**config.mk**
```make
export PLATFORM = sky130hd
export DESIGN_NAME = occurrence_checkpoint_counter
export DESIGN_NICKNAME = d
export VERILOG_FILES = /design/src/design/occ_pkg.sv /design/src/design/occ_front.sv /design/src/design/occ_queue.sv /design/src/design/occ_back.sv /design/src/design/occurrence_checkpoint_counter.sv
export SDC_FILE = /design/constraint.sdc
export NUM_CORES = 1
export LEC_CHECK = 0
export BUFFER_PORTS_ARGS = -buffer_cell sky130_fd_sc_hd__buf_2
export CORE_MARGIN = 1
export CORE_UTILIZATION = 46
export DETAILED_ROUTE_END_ITERATION = 8
export MAX_ROUTING_LAYER = met4
export PLACE_DENSITY_LB_ADDON = 0.2
export SLEW_MARGIN = 20
export SYNTH_ARGS = -nofsm -noshare
export SYNTH_HDL_FRONTEND = slang
export SYNTH_SLANG_ARGS = --single-unit
```
**constraint.sdc**
```tcl
create_clock -name clock -period 13.2 [get_ports clock]
set_input_delay 1.32 -clock clock [delete_from_list [all_inputs] [get_ports clock]]
set_output_delay 1.32 -clock clock [all_outputs]
set_load 0.01 [all_outputs]
```
**src/design/occ_pkg.sv**
```systemverilog
`timescale 1ns / 1ps
// ----------------------------------------------------------------------------
// Occurrence checkpoint counter package
// Shared widths, symbol codes, queue entry and status types.
// ----------------------------------------------------------------------------
package occ_pkg;

   localparam int CountWidth   = 32;
   localparam int OutWidth     = 32;
   localparam int NumSymbols   = 6;
   localparam int LengthWidth  = 6;
   localparam int ByteWidth    = 8;
   localparam int QueueDepth   = 4;
   localparam int QueuePtrWidth = $clog2(QueueDepth);
   localparam int QueueCntWidth = $clog2(QueueDepth + 1);

   localparam int SlotA   = 0;
   localparam int SlotC   = 1;
   localparam int SlotG   = 2;
   localparam int SlotT   = 3;
   localparam int SlotN   = 4;
   localparam int SlotEnd = 5;

   localparam logic [ByteWidth-1:0] CodeA   = 8'h41;
   localparam logic [ByteWidth-1:0] CodeC   = 8'h43;
   localparam logic [ByteWidth-1:0] CodeG   = 8'h47;
   localparam logic [ByteWidth-1:0] CodeT   = 8'h54;
   localparam logic [ByteWidth-1:0] CodeN   = 8'h4E;
   localparam logic [ByteWidth-1:0] CodeEnd = 8'h24;

   localparam logic [LengthWidth-1:0] ChunkLengthReset = LengthWidth'(16);

   typedef logic [CountWidth-1:0]                  count_type;
   typedef logic [NumSymbols-1:0][CountWidth-1:0]  count_vec_type;
   typedef logic [NumSymbols-1:0]                  slot_type;
   typedef logic [LengthWidth-1:0]                 length_type;

   typedef struct packed {
      slot_type slot;
      logic     emit;
      logic     last;
   } entry_type;

   typedef struct packed {
      logic                     full;
      logic                     empty;
      logic [QueueCntWidth-1:0] count;
   } queue_status_type;

   function automatic slot_type symbol_slot(input logic [ByteWidth-1:0] code);
      slot_type s;
      s = '0;
      unique case (code)
         CodeA:   s[SlotA]   = 1'b1;
         CodeC:   s[SlotC]   = 1'b1;
         CodeG:   s[SlotG]   = 1'b1;
         CodeT:   s[SlotT]   = 1'b1;
         CodeN:   s[SlotN]   = 1'b1;
         CodeEnd: s[SlotEnd] = 1'b1;
         default: s = '0;
      endcase
      return s;
   endfunction

endpackage

```
**src/design/occ_front.sv**
```systemverilog
`timescale 1ns / 1ps
// ----------------------------------------------------------------------------
// Occurrence checkpoint front end
// Accepts symbol beats, decodes the symbol and decides where chunks close.
// ----------------------------------------------------------------------------
module occ_front (
   input  logic                           clock,
   input  logic                           reset,
   input  logic                           req_valid,
   output logic                           req_stall,
   input  logic [occ_pkg::ByteWidth-1:0]  req_symbol_byte,
   input  logic                           req_last_symbol,
   input  logic                           csr_valid,
   output logic                           csr_ready,
   input  occ_pkg::length_type            csr_chunk_length,
   input  occ_pkg::queue_status_type      q_status,
   output logic                           push,
   output occ_pkg::entry_type             push_entry
);
   import occ_pkg::*;

   length_type                chunk_length_ff, chunk_length_in;
   logic [LengthWidth-1:0]    position_ff, position_in;
   logic [LengthWidth:0]      position_next;
   length_type                eff_length;
   logic                      emit;

   assign csr_ready = 1'b1;
   assign req_stall = q_status.full;
   assign push      = req_valid && !q_status.full;

   always_comb begin
      eff_length    = (chunk_length_ff == '0) ? LengthWidth'(1) : chunk_length_ff;
      position_next = {1'b0, position_ff} + (LengthWidth+1)'(1);
      emit          = req_last_symbol || (position_next >= {1'b0, eff_length});

      push_entry.slot = symbol_slot(req_symbol_byte);
      push_entry.emit = emit;
      push_entry.last = req_last_symbol;

      chunk_length_in = (csr_valid && csr_ready) ? csr_chunk_length : chunk_length_ff;
      position_in     = position_ff;
      if (push) begin
         position_in = emit ? '0 : position_next[LengthWidth-1:0];
      end
   end

   always_ff @(posedge clock) begin
      if (reset) begin
         chunk_length_ff <= ChunkLengthReset;
         position_ff     <= '0;
      end else begin
         chunk_length_ff <= chunk_length_in;
         position_ff     <= position_in;
      end
   end

endmodule

```
**src/design/occ_queue.sv**
```systemverilog
`timescale 1ns / 1ps
// ----------------------------------------------------------------------------
// Occurrence checkpoint queue
// Short FIFO of decoded beats between the front end and the counters.
// ----------------------------------------------------------------------------
module occ_queue (
   input  logic                       clock,
   input  logic                       reset,
   input  logic                       push,
   input  occ_pkg::entry_type         push_entry,
   input  logic                       pop,
   output occ_pkg::entry_type         pop_entry,
   output occ_pkg::queue_status_type  status
);
   import occ_pkg::*;

   entry_type                 mem_ff [QueueDepth];
   logic [QueuePtrWidth-1:0]  wr_ptr_ff, wr_ptr_in;
   logic [QueuePtrWidth-1:0]  rd_ptr_ff, rd_ptr_in;
   logic [QueueCntWidth-1:0]  count_ff, count_in;

   always_comb begin
      status.count = count_ff;
      status.full  = (count_ff == QueueCntWidth'(QueueDepth));
      status.empty = (count_ff == '0);
      pop_entry    = mem_ff[rd_ptr_ff];

      wr_ptr_in = push ? wr_ptr_ff + QueuePtrWidth'(1) : wr_ptr_ff;
      rd_ptr_in = pop  ? rd_ptr_ff + QueuePtrWidth'(1) : rd_ptr_ff;
      count_in  = count_ff + QueueCntWidth'(push) - QueueCntWidth'(pop);
   end

   always_ff @(posedge clock) begin
      if (push) begin
         mem_ff[wr_ptr_ff] <= push_entry;
      end
   end

   always_ff @(posedge clock) begin
      if (reset) begin
         wr_ptr_ff <= '0;
         rd_ptr_ff <= '0;
         count_ff  <= '0;
      end else begin
         wr_ptr_ff <= wr_ptr_in;
         rd_ptr_ff <= rd_ptr_in;
         count_ff  <= count_in;
      end
   end

endmodule

```
**src/design/occ_back.sv**
```systemverilog
`timescale 1ns / 1ps
// ----------------------------------------------------------------------------
// Occurrence checkpoint back end
// Keeps the six saturating counts and registers checkpoint rows.
// ----------------------------------------------------------------------------
module occ_back (
   input  logic                   clock,
   input  logic                   reset,
   input  logic                   q_valid,
   input  occ_pkg::entry_type     q_entry,
   output logic                   pop,
   output logic                   rsp_valid,
   input  logic                   rsp_stall,
   output occ_pkg::count_vec_type rsp_counts,
   output logic                   rsp_final_row
);
   import occ_pkg::*;

   count_vec_type  counts_ff, counts_in, counts_next;
   count_vec_type  row_ff, row_in;
   logic           final_ff, final_in;
   logic           rsp_valid_ff, rsp_valid_in;
   logic           out_free;
   logic           load;

   always_comb begin
      out_free = !rsp_valid_ff || !rsp_stall;
      pop      = q_valid && (!q_entry.emit || out_free);
      load     = pop && q_entry.emit;

      for (int k = 0; k < NumSymbols; k++) begin
         if (q_entry.slot[k] && (counts_ff[k] != '1)) begin
            counts_next[k] = counts_ff[k] + CountWidth'(1);
         end else begin
            counts_next[k] = counts_ff[k];
         end
      end

      counts_in = counts_ff;
      if (pop) begin
         counts_in = q_entry.last ? '0 : counts_next;
      end

      row_in       = load ? counts_next : row_ff;
      final_in     = load ? q_entry.last : final_ff;
      rsp_valid_in = load || (rsp_valid_ff && rsp_stall);
   end

   always_ff @(posedge clock) begin
      if (reset) begin
         counts_ff    <= '0;
         rsp_valid_ff <= 1'b0;
      end else begin
         counts_ff    <= counts_in;
         rsp_valid_ff <= rsp_valid_in;
      end
   end

   always_ff @(posedge clock) begin
      row_ff   <= row_in;
      final_ff <= final_in;
   end

   assign rsp_valid     = rsp_valid_ff;
   assign rsp_counts    = row_ff;
   assign rsp_final_row = final_ff;

endmodule

```
**src/design/occurrence_checkpoint_counter.sv**
```systemverilog
`timescale 1ns / 1ps
// A closing beat enters the queue, then is loaded into the rsp row register.
// Throughput: one symbol beat per cycle; beats back up in the four-entry queue
// only while a closing beat waits behind a row that a stalled rsp still holds.
// Reset clears the counts, chunk position, queue and rsp_valid, and sets the
// chunk length to 16.
// ----------------------------------------------------------------------------
// Occurrence checkpoint counter
// Counts A, C, G, T, N and $ symbols and emits cumulative checkpoint rows.
// ----------------------------------------------------------------------------
module occurrence_checkpoint_counter (
   input  logic                           clock,
   input  logic                           reset,
   input  logic                           req_valid,
   output logic                           req_stall,
   input  logic [occ_pkg::ByteWidth-1:0]  req_symbol_byte,
   input  logic                           req_last_symbol,
   output logic                           rsp_valid,
   input  logic                           rsp_stall,
   output logic [occ_pkg::OutWidth-1:0]   rsp_count_a,
   output logic [occ_pkg::OutWidth-1:0]   rsp_count_c,
   output logic [occ_pkg::OutWidth-1:0]   rsp_count_g,
   output logic [occ_pkg::OutWidth-1:0]   rsp_count_t,
   output logic [occ_pkg::OutWidth-1:0]   rsp_count_n,
   output logic [occ_pkg::OutWidth-1:0]   rsp_count_end_marker,
   output logic                           rsp_final_row,
   input  logic                           csr_valid,
   output logic                           csr_ready,
   input  logic [occ_pkg::LengthWidth-1:0] csr_chunk_length
);
   import occ_pkg::*;

   logic             push;
   entry_type        push_entry;
   logic             pop;
   entry_type        pop_entry;
   queue_status_type q_status;
   count_vec_type    rsp_counts;

   occ_front u_front (
      .clock            (clock),
      .reset            (reset),
      .req_valid        (req_valid),
      .req_stall        (req_stall),
      .req_symbol_byte  (req_symbol_byte),
      .req_last_symbol  (req_last_symbol),
      .csr_valid        (csr_valid),
      .csr_ready        (csr_ready),
      .csr_chunk_length (csr_chunk_length),
      .q_status         (q_status),
      .push             (push),
      .push_entry       (push_entry)
   );

   occ_queue u_queue (
      .clock      (clock),
      .reset      (reset),
      .push       (push),
      .push_entry (push_entry),
      .pop        (pop),
      .pop_entry  (pop_entry),
      .status     (q_status)
   );

   occ_back u_back (
      .clock         (clock),
      .reset         (reset),
      .q_valid       (!q_status.empty),
      .q_entry       (pop_entry),
      .pop           (pop),
      .rsp_valid     (rsp_valid),
      .rsp_stall     (rsp_stall),
      .rsp_counts    (rsp_counts),
      .rsp_final_row (rsp_final_row)
   );

   assign rsp_count_a          = rsp_counts[SlotA][OutWidth-1:0];
   assign rsp_count_c          = rsp_counts[SlotC][OutWidth-1:0];
   assign rsp_count_g          = rsp_counts[SlotG][OutWidth-1:0];
   assign rsp_count_t          = rsp_counts[SlotT][OutWidth-1:0];
   assign rsp_count_n          = rsp_counts[SlotN][OutWidth-1:0];
   assign rsp_count_end_marker = rsp_counts[SlotEnd][OutWidth-1:0];

   a_reset_clears_rsp: assert property (@(posedge clock) reset |=> !rsp_valid)
      else $error("rsp_valid set after reset");

   a_queue_bound: assert property (@(posedge clock) disable iff (reset)
      q_status.count <= QueueCntWidth'(QueueDepth))
      else $error("queue count beyond depth");

   a_pop_nonempty: assert property (@(posedge clock) disable iff (reset)
      pop |-> !q_status.empty)
      else $error("pop from empty queue");

   a_count_step: assert property (@(posedge clock) disable iff (reset)
      (push && !pop) |=> (q_status.count == $past(q_status.count) + QueueCntWidth'(1)))
      else $error("queue count did not advance on push");

endmodule
```
After elaboration in Yosys (flattened, before gate mapping) --
Memories as Yosys holds them, arrays and structs flattened. A register that Yosys moved wholly into a read port is not among the register bits. Index checks and enable logic that the tools add are counted.
Cells by class: add/subtract/negate cells 11, $lt $le $gt $ge 1, eq/ne operators 13, mux-type cells 19, reduce and logical (&&, ||, !) cells 21
Operator list (number):
- $add A32 B1 Y32 const B | 6
- $mux W192 | 1
- $mux W32 | 6
- $ne A32 B32 Y1 const B | 6
- $eq A8 B7 Y1 const B | 5
- $mux W6 | 2
- $logic_and A1 B1 Y1 | 10
- $eq A8 B6 Y1 const B | 1
- $mux W1 | 8
- $add A6 B1 Y7 const B | 1
- $ge A7 B6 Y1 | 1
- $logic_not A6 Y1 | 1
- $logic_not A1 Y1 | 5
- $add A2 B1 Y2 const B | 2
- $logic_or A1 B1 Y1 | 4
- $mux W2 | 2
- $add A3 B1 Y3 | 1
- $eq A3 B3 Y1 const B | 1
- $logic_not A3 Y1 | 1
- $sub A3 B1 Y3 | 1
Storage, ports and cells: register bits 405, RAM bits 32, bits of input ports 20, output and inout bits 196, word-level logic and storage cells 85, memories 1
Memories:
- u_queue.mem_ff | words 4, bits a word 8, read ports 1, clocked after memory_dff 1, wr ports 1, RTL line occ_queue.sv:17 | entry_type mem_ff [QueueDepth];

Longest topological paths before layout --
Gate-level depths: netlist of run 1.
word-level depth 6, gate-level depth with buffers 14, depth with buffers taken out 11

Hierarchy --
From an unflattened synthesis of run 1, not the netlist that was laid out.
Second synthesis, totals: cell total of the unflattened synthesis 2081, area, all modules 21201.6 um^2
By module, submodules not included:
- occ_back | instances 1, cells an instance 1888, area each 18710.4 um^2
- occ_queue | instances 1, cells an instance 84, area each 1596.5 um^2
- occ_front | instances 1, cells an instance 108, area each 890.9 um^2
- occurrence_checkpoint_counter | instances 1, cells an instance 1, area each 3.8 um^2

Least setup slack after synthesis of run 1 --
Ideal clock, no wire load.
path type input to register, start input rsp_stall, end register u_back.row_ff (netlist bit u_back.rsp_counts[0]), enable pin, setup time 752 ps, arrival time 9925 ps, required time 12448 ps, path slack 2524 ps, stages 5, cells stage by stage nand3b_1 > o22a_1 > nand2_1 > clkbuf_1 > nor2_1
Between the ends: longest elaborated chain between the ends 5
RTL lines:
- start, declared | RTL line occurrence_checkpoint_counter.sv:19 | input logic rsp_stall,
- $logic_not A1 Y1 | RTL line occ_back.sv:27 | out_free = !rsp_valid_ff || !rsp_stall;
- $logic_or A1 B1 Y1 | RTL line occ_back.sv:27
- $logic_or A1 B1 Y1 | RTL line occ_back.sv:28 | pop = q_valid && (!q_entry.emit || out_free);
- $logic_and A1 B1 Y1 | RTL line occ_back.sv:28
- $logic_and A1 B1 Y1 | RTL line occ_back.sv:29 | load = pop && q_entry.emit;
- named net u_back.load | RTL line occ_back.sv:24 | logic load;
- end signal, assigned | RTL line occ_back.sv:60 | row_ff <= row_in;
- end, declared | RTL line occ_back.sv:20 | count_vec_type row_ff, row_in;
The timed path passes the listed nets, and every way through them passes these cells. A chain may end at the register's enable or synchronous reset.

==> metrics.json, run 1 <==
{
  "instances_no_fill": {"value": 2890},
  "syn-num-nets": {"value": 2151},
  "first_iteration_detailed_routing_drc_count": {"value": 1353},
  "ys_dominant_reg_cell": {"value": "edfxtp_1"},
  "powerDensity": {"value": 188, "unit": "nW/um2"},
  "critPathRequiredTime": {"value": 13.72, "unit": "ns"},
  "post-synth-top-area-fraction": {"value": 31.7, "unit": "%"},
  "final_layout_size_suffix_gt1_share": {"value": 16.0, "unit": "%"},
  "synth.ff_latch_count": {"value": 439},
  "finalClockSkew": {"value": 0.0148, "unit": "ns"},
  "tritoncts.num_buffers": {"value": 48},
  "final_period_minus_worst_setup_slack": {"value": 5.12, "unit": "ns"},
  "reg2reg_setup_slack": {"value": 8.08, "unit": "ns"},
  "power.switching": {"value": 1.59, "unit": "mW"},
  "critical_path.endpoint_type": {"value": "register"},
  "first_global_vias": {"value": 15600},
  "wl_per_cell": {"value": 18.8, "unit": "um"},
  "hold-worst-slack": {"value": 0.474, "unit": "ns"},
  "grtUsageTotal": {"value": 23.3, "unit": "%"},
  "worst_slew_margin_rel": {"value": 26.1, "unit": "%"},
  "worst_pin_slew": {"value": 1.11, "unit": "ns"},
  "slew_viol_final": {"value": 0},
  "comb_power_share": {"value": 28.4, "unit": "%"},
  "detail_route.first_pass.iterations": {"value": 6},
  "timing_worst_setup_path_type": {"value": "reg2reg"},
  "synth_cell_type_count": {"value": 88},
  "min_from": {"value": "u_back.counts_ff[150]$_SDFFE_PP0P_"},
  "antenna_found_initial": {"value": 0},
  "place_hpwl": {"value": 36100, "unit": "um"},
  "synth-edff-count": {"value": 225},
  "total_negative_slack_for_setup_checks": {"value": 0, "unit": "ns"},
  "worstSkewPairLatency": {"value": 0.59, "unit": "ns"},
  "initial_core_util": {"value": 46.8, "unit": "%"},
  "worst-path-max-fanout": {"value": 71},
  "ctsLongestPathBuffers": {"value": 3},
  "synth.area.top_cells": {"value": "edfxtp_1 (32%), dfxtp_1 (20%), xnor2_1 (5.6%)"},
  "vias": {"value": 17000},
  "synthCells": {"value": 2111},
  "setup_repair_after_global_routing_missed_its_margin": {"value": "no"},
  "synth.top_cells.by_count": {"value": "edfxtp_1 (225), dfxtp_1 (214), nand2_1 (201), xnor2_1 (136), a31oi_1 (120)"},
  "max_stage_delay": {"value": 0.90, "unit": "ns"},
  "die_area": {"value": 47100, "unit": "um2"},
  "fin_crit_sh": {"value": 38.8, "unit": "%"},
  "post_cts_buffers": {"value": 0},
  "finalSetupViolCount": {"value": 0},
  "worstHoldEndpoint": {"value": "u_back.counts_ff[150]$_SDFFE_PP0P_"},
  "antennaDiodeCount": {"value": 0},
  "clk_transition_reported_paths": {"value": 0.07, "unit": "ns"},
  "worstPathCellList": {"value": "mux2i_1 -> mux2_2 -> inv_2 -> or2_1 -> nor3_4 -> buf_4 -> buf_4 -> o21ai_0 -> a31oi_1"},
  "place.detailed.instances": {"value": 2800},
  "placementRows": {"value": 78},
  "worst_setup_path_start_kind": {"value": "register"},
  "floorplan.die.width": {"value": 217, "unit": "um"},
  "place.port_buffers": {"value": 214},
  "cts_max_level": {"value": 2},
  "gp_congestion": {"value": 0.910},
  "cp.arrival": {"value": 5.64, "unit": "ns"},
  "yosys.cell_count.top_type": {"value": "edfxtp_1"},
  "route.detailed.drc": {"value": 0},
  "ir_drop": {"value": 199, "unit": "uV"},
  "clockPowerShare": {"value": 28.5, "unit": "%"},
  "dieHeight": {"value": 217, "unit": "um"},
  "synth-seq-area-share": {"value": 51.9, "unit": "%"},
  "final_antenna_net_count": {"value": 0},
  "critical-path-top-cell-by-count": {"value": "buf_4"},
  "hold_bufs_at_cts": {"value": 0},
  "area.growth.synth_to_final": {"value": 13.6, "unit": "%"},
  "cts_root_buffer": {"value": "clkbuf_16"},
  "timing.critical_path.slowest_stage_cell": {"value": "dfxtp_1"},
  "design.portCount": {"value": 216},
  "worstHoldPathType": {"value": "reg2reg"},
  "synthesis.area_per_instance": {"value": 10.1, "unit": "um2"},
  "total_power": {"value": 4.54, "unit": "mW"},
  "drv_cap": {"value": 0},
  "r2r_cells": {"value": 9},
  "hold-path-cell-count": {"value": 1},
  "p_int": {"value": 2.94, "unit": "mW"},
  "pin_count_of_the_biggest_net_entering_global_routing": {"value": 151},
  "post_synth_instance_area": {"value": 21300, "unit": "um2"},
  "clock_tree_from_tritoncts": {"value": "built"},
  "synth-warning-count": {"value": 0},
  "p_sw_share": {"value": 35.1, "unit": "%"},
  "timing_hold_violations_final": {"value": 0},
  "layout.nets": {"value": 2290},
  "grt_first_pass_wirelength": {"value": 84600, "unit": "um"},
  "power.leakage": {"value": 8.49, "unit": "nW"},
  "max_clock_freq": {"value": 0.195, "unit": "GHz"},
  "sequential_group_share_of_total_power": {"value": 43.0, "unit": "%"},
  "route.detailed.vias_per_inst": {"value": 5.88},
  "cts_num_sinks": {"value": 439},
  "grt_remaining_overflow": {"value": 0},
  "run_status": {"value": "finished clean"},
  "yosysTopAreaCell": {"value": "edfxtp_1"},
  "cts_repair_resize_count": {"value": 0},
  "core-area": {"value": 45500, "unit": "um2"},
  "wl": {"value": 54500, "unit": "um"},
  "asyncSetResetFlopFracSynth": {"value": 0, "unit": "%"},
  "worst_reg2reg_endpoint": {"value": "u_back.counts_ff[53]$_SDFFE_PP0P_"}
}
==> power by group through the flow <==
stage               clock, mW  combinational, mW  sequential, mW
detailed placement          0               1.30            1.98
floorplan                   0              0.635            2.18
global placement            0               1.28            1.98
CTS                      1.33               1.30            1.96
global route             1.38               1.40            1.98
finish                   1.29               1.29            1.95
==> worst max-delay path by stage <==
stage                                             end  depth (start not counted)
finish              u_back.counts_ff[53]$_SDFFE_PP0P_                          9
detailed placement  u_back.counts_ff[53]$_SDFFE_PP0P_                          9
CTS                 u_back.counts_ff[53]$_SDFFE_PP0P_                          9
floorplan              u_back.rsp_counts[0]$_DFFE_PP_                          5
global placement    u_back.counts_ff[53]$_SDFFE_PP0P_                          9
global route        u_back.counts_ff[53]$_SDFFE_PP0P_                          9
==> layer usage <==
layer | GRT usage [%] | part of all wire (%)
met5 | - | 0
met2 | 35.5 | 46
met3 | 3.90 | 6.0
met4 | 8.52 | 3.2
met1 | 31.2 | 44
==> registers in the layout, summed over array words and instances (netlist names), named ones only <==
register,flops
u_front.position_ff,6
u_back.rsp_counts,192
u_queue.rd_ptr_ff,2
u_front.chunk_length_ff,6
u_queue.wr_ptr_ff,2
u_back.counts_ff,192
u_back.rsp_final_row,1
u_queue.count_ff,3
u_queue.mem_ff,32
u_back.rsp_valid,1
==> worst max-delay path, delay by kind of cell (launching register included) <==
family | cells | cell delay (ns)
buf+inv | 3 | 1.60
simple gates | 2 | 1.07
flops | 1 | 0.90
mux | 2 | 0.95
compound gates | 2 | 0.40
==> through the flow <==
| stage | area, um2 | setup WS (ns) | utilization (%) |
|---|---|---|---|
| after floorplan | 21300 | 2.52 | - |
| after global placement | 22700 | 8.25 | 49.9 |
| after detailed placement | 22700 | 8.08 | 49.9 |
| after CTS | 24200 | 8.06 | 53.2 |
| after global routing | 24200 | 7.68 | 53.2 |
| final | 24200 | 8.08 | 53.2 |
==> cells by family after synthesis <==
kind of cell | Yosys count | share of synthesized area [%]
AND/OR/NAND/NOR | 756 | 19.4
AO/OA/AOI/OAI | 474 | 13.8
flip-flops | 439 | 51.9
XOR/XNOR | 193 | 7.94
buffers and inverters | 193 | 3.74
multiplexers | 35 | 1.96
adder cells (fa/ha/maj) | 20 | 1.21
other | 1 | 0.0176
==> final cells by class <==
cell class,instances,area (um2)
tap,600,751
clock inverter,24,181
multi-input combinational,1479,9500
fill,4157,21300
timing repair buffer,227,1180
sequential,439,11000
clock buffer,66,1320
inverter,55,206
==> layout by cell type (no fill, tap or decap), drive strengths merged, types with 4 or more instances in the layout <==
master | Yosys | routed
a211oi | 7 | 7
a31oi | 123 | 123
clkinv | 1 | 19
or3 | 48 | 48
xor2 | 57 | 57
nor2 | 109 | 109
a41oi | 15 | 15
a21o | 7 | 7
nand3 | 116 | 116
edfxtp | 225 | 225
inv | 54 | 57
and2 | 38 | 38
o41ai | 4 | 4
nand2b | 8 | 8
nand3b | 4 | 4
o21ai | 120 | 120
and4 | 33 | 33
o22ai | 14 | 14
and3 | 46 | 46
clkbuf | 90 | 66
nor4 | 21 | 21
a22oi | 14 | 14
mux2 | 14 | 14
nand4 | 68 | 68
mux2i | 17 | 17
or4 | 22 | 22
buf | 48 | 227
nand2 | 203 | 203
mux4 | 4 | 4
o211ai | 15 | 15
xnor2 | 136 | 136
dfxtp | 214 | 214
nor3 | 21 | 21
ha | 19 | 19
o31ai | 36 | 36
a21oi | 102 | 102
Power figures use the tool's default switching activity.
==> run 2: changes to the inputs <==
ABC_AREA = 1   (was default)
clock period = 4.6 ns   (was 13.2 ns; I/O delays follow)
==> run 2 against run 1 <==
Net effect:
- via count increased by 23%
- die area rose by 12%
- clock skew decreased by 0.0045 ns
- utilization fell by 0.43 points
- power increased to 3.8 times the previous value
- sequential share of layout area decreased by 4.8 points
- global-route usage grew 0.41 points
- combinational power increased to 5.1 times the previous value
- hold slack got worse by 0.37 ns
- flip-flop and latch count unchanged
- critical path type unchanged
- largest cell class unchanged
==> metrics.json, run 2 <==
{
  "worst_setup_path_start_kind": {"value": "register"},
  "ctsLongestPathBuffers": {"value": 3, "change": "unchanged"},
  "synth-seq-area-share": {"value": 46.3, "unit": "%", "change": "-5.5 points"},
  "post_cts_buffers": {"value": 0, "change": "unchanged"},
  "tritoncts.num_buffers": {"value": 48, "change": "unchanged"},
  "powerDensity": {"value": 637, "unit": "nW/um2", "change": "+240%"},
  "area.growth.synth_to_final": {"value": 13.3, "unit": "%"},
  "synth.ff_latch_count": {"value": 439, "change": "unchanged"},
  "pin_count_of_the_biggest_net_entering_global_routing": {"value": 157, "change": "+4.0%"},
  "fillers": {"value": 4911, "change": "+18%"},
  "finalClockSkew": {"value": 0.0103, "unit": "ns", "change": "-0.00445 ns"},
  "asyncSetResetFlopFracSynth": {"value": 0, "unit": "%", "change": "unchanged"},
  "clock_tree_from_tritoncts": {"value": "built"},
  "comb_power_share": {"value": 38.6, "unit": "%", "change": "+10 points"},
  "fin_crit_sh": {"value": 71.7, "unit": "%", "change": "+33 points"},
  "grt_first_pass_wirelength": {"value": 99400, "unit": "um", "change": "+17%"},
  "timing_worst_setup_path_type": {"value": "reg2reg"},
  "place_hpwl": {"value": 42500, "unit": "um", "change": "+18%"},
  "design.portCount": {"value": 216, "change": "unchanged"},
  "post_synth_instance_area": {"value": 23800, "unit": "um2", "change": "+12%"},
  "place.port_buffers": {"value": 214, "change": "unchanged"},
  "setup_repair_after_global_routing_missed_its_margin": {"value": "no"},
  "critPathRequiredTime": {"value": 4.81, "unit": "ns", "change": "-8.91 ns"},
  "sequential_group_share_of_total_power": {"value": 38.1, "unit": "%", "change": "-4.9 points"},
  "place.detailed.instances": {"value": 4044, "change": "+44%"},
  "yosysTopAreaCell": {"value": "edfxtp_1"},
  "final_antenna_net_count": {"value": 0, "change": "unchanged"},
  "vias": {"value": 20900, "change": "+23%"},
  "hold-path-cell-count": {"value": 3, "change": "+2"},
  "route.detailed.drc": {"value": 0, "change": "unchanged"},
  "detail_route.first_pass.iterations": {"value": 7, "change": "+1"},
  "synth.area.top_cells": {"value": "edfxtp_1 (28%), dfxtp_1 (18%), nand2_1 (18%)"},
  "worst_slew_margin_rel": {"value": 27.3, "unit": "%", "change": "+1.2 points"},
  "finalSetupViolCount": {"value": 0, "change": "unchanged"},
  "cts_num_sinks": {"value": 439, "change": "unchanged"},
  "placementRows": {"value": 83, "change": "+6.4%"},
  "final_common_cell": {"value": "nand2_1"},
  "run_status": {"value": "finished clean"},
  "worst_slack": {"value": 1.30, "unit": "ns", "change": "-6.78 ns"},
  "max_stage_delay": {"value": 0.74, "unit": "ns", "change": "-0.16 ns"},
  "max_clock_freq": {"value": 0.303, "unit": "GHz", "change": "+55%"},
  "final_period_minus_worst_setup_slack": {"value": 3.30, "unit": "ns", "change": "-1.82 ns"},
  "wl": {"value": 61000, "unit": "um", "change": "+12%"},
  "critical_path.endpoint_type": {"value": "register"},
  "synth-edff-count": {"value": 225, "change": "unchanged"},
  "core-area": {"value": 51200, "unit": "um2", "change": "+13%"},
  "total_power": {"value": 17.2, "unit": "mW", "change": "+280%"},
  "route.detailed.vias_per_inst": {"value": 5.05, "change": "-14%"},
  "synthesis.area_per_instance": {"value": 7.35, "unit": "um2", "change": "-27%"},
  "ir_drop": {"value": 730, "unit": "uV", "change": "+270%"},
  "power.switching": {"value": 6.97, "unit": "mW", "change": "+340%"},
  "critical-path-top-cell-by-count": {"value": "nand2_1"},
  "first_iteration_detailed_routing_drc_count": {"value": 1357, "change": "+0.30%"},
  "ys_dominant_reg_cell": {"value": "edfxtp_1"},
  "cts_max_level": {"value": 2, "change": "unchanged"},
  "layout.nets": {"value": 3455, "change": "+51%"},
  "cp.arrival": {"value": 3.50, "unit": "ns", "change": "-2.14 ns"},
  "hold-worst-slack": {"value": 0.102, "unit": "ns", "change": "-0.372 ns"},
  "floorplan.die.width": {"value": 230, "unit": "um", "change": "+5.8%"},
  "synth_cell_type_count": {"value": 45, "change": "-49%"},
  "preCtsSetupSlack": {"value": 1.21, "unit": "ns", "change": "-6.87 ns"},
  "worstHoldPathType": {"value": "in2reg"},
  "timing.critical_path.slowest_stage_cell": {"value": "dfxtp_1"},
  "clockPowerShare": {"value": 23.4, "unit": "%", "change": "-5.1 points"},
  "worst-path-max-fanout": {"value": 156, "change": "+120%"},
  "dieHeight": {"value": 230, "unit": "um", "change": "+5.8%"},
  "clk_transition_reported_paths": {"value": 0.06, "unit": "ns", "change": "about the same"},
  "first_global_vias": {"value": 20100, "change": "+29%"},
  "drv_cap": {"value": 0, "change": "unchanged"},
  "instances_no_fill": {"value": 4137, "change": "+43%"},
  "synthCells": {"value": 3241, "change": "+54%"},
  "post-synth-top-area-fraction": {"value": 28.4, "unit": "%", "change": "-3.4 points"},
  "antenna_found_initial": {"value": 4, "change": "+4"},
  "r2r_cells": {"value": 11, "change": "+2"},
  "gp_congestion": {"value": 0.929, "change": "+2.1%"},
  "p_sw_share": {"value": 40.6, "unit": "%", "change": "+5.4 points"},
  "yosys.cell_count.top_type": {"value": "nand2_1"},
  "synth.top_cells.by_count": {"value": "nand2_1 (1120), inv_1 (349), nand3_1 (334), nor2_1 (312), edfxtp_1 (225)"},
  "final_layout_size_suffix_gt1_share": {"value": 10.9, "unit": "%", "change": "-5.1 points"},
  "hold_bufs_at_cts": {"value": 0, "change": "unchanged"},
  "total_negative_slack_for_setup_checks": {"value": 0, "unit": "ns", "change": "unchanged"},
  "grt_remaining_overflow": {"value": 0, "change": "unchanged"},
  "syn-num-nets": {"value": 3281, "change": "+53%"},
  "timing_hold_violations_final": {"value": 0, "change": "unchanged"},
  "worst_pin_slew": {"value": 1.09, "unit": "ns", "change": "-0.0174 ns"},
  "synth-warning-count": {"value": 0, "change": "unchanged"},
  "initial_core_util": {"value": 46.5, "unit": "%", "change": "-0.25 points"},
  "p_int": {"value": 10.2, "unit": "mW", "change": "+250%"},
  "worstPathCellList": {"value": "inv_4 -> nand2_1 -> nand2_1 -> nand2_1 -> o21ai_2 -> nand3_2 -> nand2_8 -> inv_1 -> nand2_1 -> clkinvlp_4 -> buf_12"},
  "cts_repair_resize_count": {"value": 0, "change": "unchanged"},
  "worstSkewPairLatency": {"value": 0.58, "unit": "ns", "change": "about the same"},
  "grtUsageTotal": {"value": 23.7, "unit": "%", "change": "+0.41 points"},
  "wl_per_cell": {"value": 14.8, "unit": "um", "change": "-22%"},
  "cts_root_buffer": {"value": "clkbuf_16"},
  "die_area": {"value": 52700, "unit": "um2", "change": "+12%"},
  "power.leakage": {"value": 10.5, "unit": "nW", "change": "+23%"},
  "slew_viol_final": {"value": 0, "change": "unchanged"},
  "most_frequent_cells_in_the_layout": {"value": "nand2_1 (1120), inv_1 (348), nand3_1 (334), nor2_1 (312), edfxtp_1 (225)"}
}
[run 2: cell count changes in the layout (fill, tap and decap cells not counted), sizes merged, moves of 37 or more]
cell,previous run,this run
nand2,203,1148
inv,57,353
nor2,109,343
nand3,116,336
xnor2,136,7
a31oi,123,0
a21oi,102,216
o21ai,120,18
and2,38,132
or3,48,0
and3,46,2
nand4,68,31
[run 2: worst max-delay path: cells and delay by family, from the launching register on]
family	cells	cell delay, ns
AOI/OAI and AO/OA	1	0.08
buffers and inverters	4	1.17
DFF	1	0.74
and+or+nand+nor	6	0.80
[run 2: power by group through the flow]
stage	clock (mW)	combinational (mW)	sequential (mW)
CTS	4.12	6.68	6.55
global route	4.27	7.42	6.68
finish	4.02	6.63	6.54
floorplan	0	4.26	6.99
detailed placement	0	6.65	6.61
global placement	0	6.51	6.58
[run 2: cell type report]
cell class	instances	area, um2	area share [%]
Clock buffer	58	1280	4.74
Multi-Input combinational cell	2352	10900	40.5
Timing Repair Buffer	222	1200	4.44
Tap cell	680	851	3.15
Antenna cell	4	10.0	0.0371
Clock inverter	30	364	1.35
Sequential cell	439	11000	40.9
Inverter	352	1330	4.92
[run 2: worst paths after layout]
kind | startpoint | to | slack (ns)
worst max-delay path | register | u_back.rsp_counts[19]$_DFFE_PP_ | 1.30
worst min register to register | u_front.chunk_length_ff[0]$_SDFFE_PP0P_ | u_front.chunk_length_ff[0]$_SDFFE_PP0P_ | 0.46
worst min-delay path | csr_chunk_length[4] | u_front.chunk_length_ff[4]$_SDFFE_PP1P_ | 0.10
worst max register to register | register | u_back.rsp_counts[19]$_DFFE_PP_ | 1.30
[run 2: metrics by stage]
stage                     utilization, %  instance area [um2]
after CTS                           52.7                27000
after global routing                52.7                27000
after global placement              49.5                25300
after floorplan                        -                23800
final                               52.7                27000
after detailed placement            49.5                25300
[run 2: cells by family (layout without fill, tap and decap cells)]
kind of cell / count (synthesis) / after routing / synth area share (%)
simple gates: 2016 / 2016 / 36.7
buf+inv: 450 / 662 / 7.91
flops: 439 / 439 / 46.3
compound gates: 238 / 238 / 5.17
xor+xnor: 77 / 77 / 2.83
fa+ha+maj: 20 / 20 / 1.08
other cells: 1 / 5 / 0.0157
[run 2: metal layers]
metal | vias to the layer above | global-route usage (%) | wire length (um)
met5 | - | - | 0
met4 | 0 | 7.81 | 1560
met3 | 98 | 2.98 | 2750
met2 | 444 | 39.0 | 28700
met1 | 9682 | 30.2 | 28000
li1 | 10700 | - | -
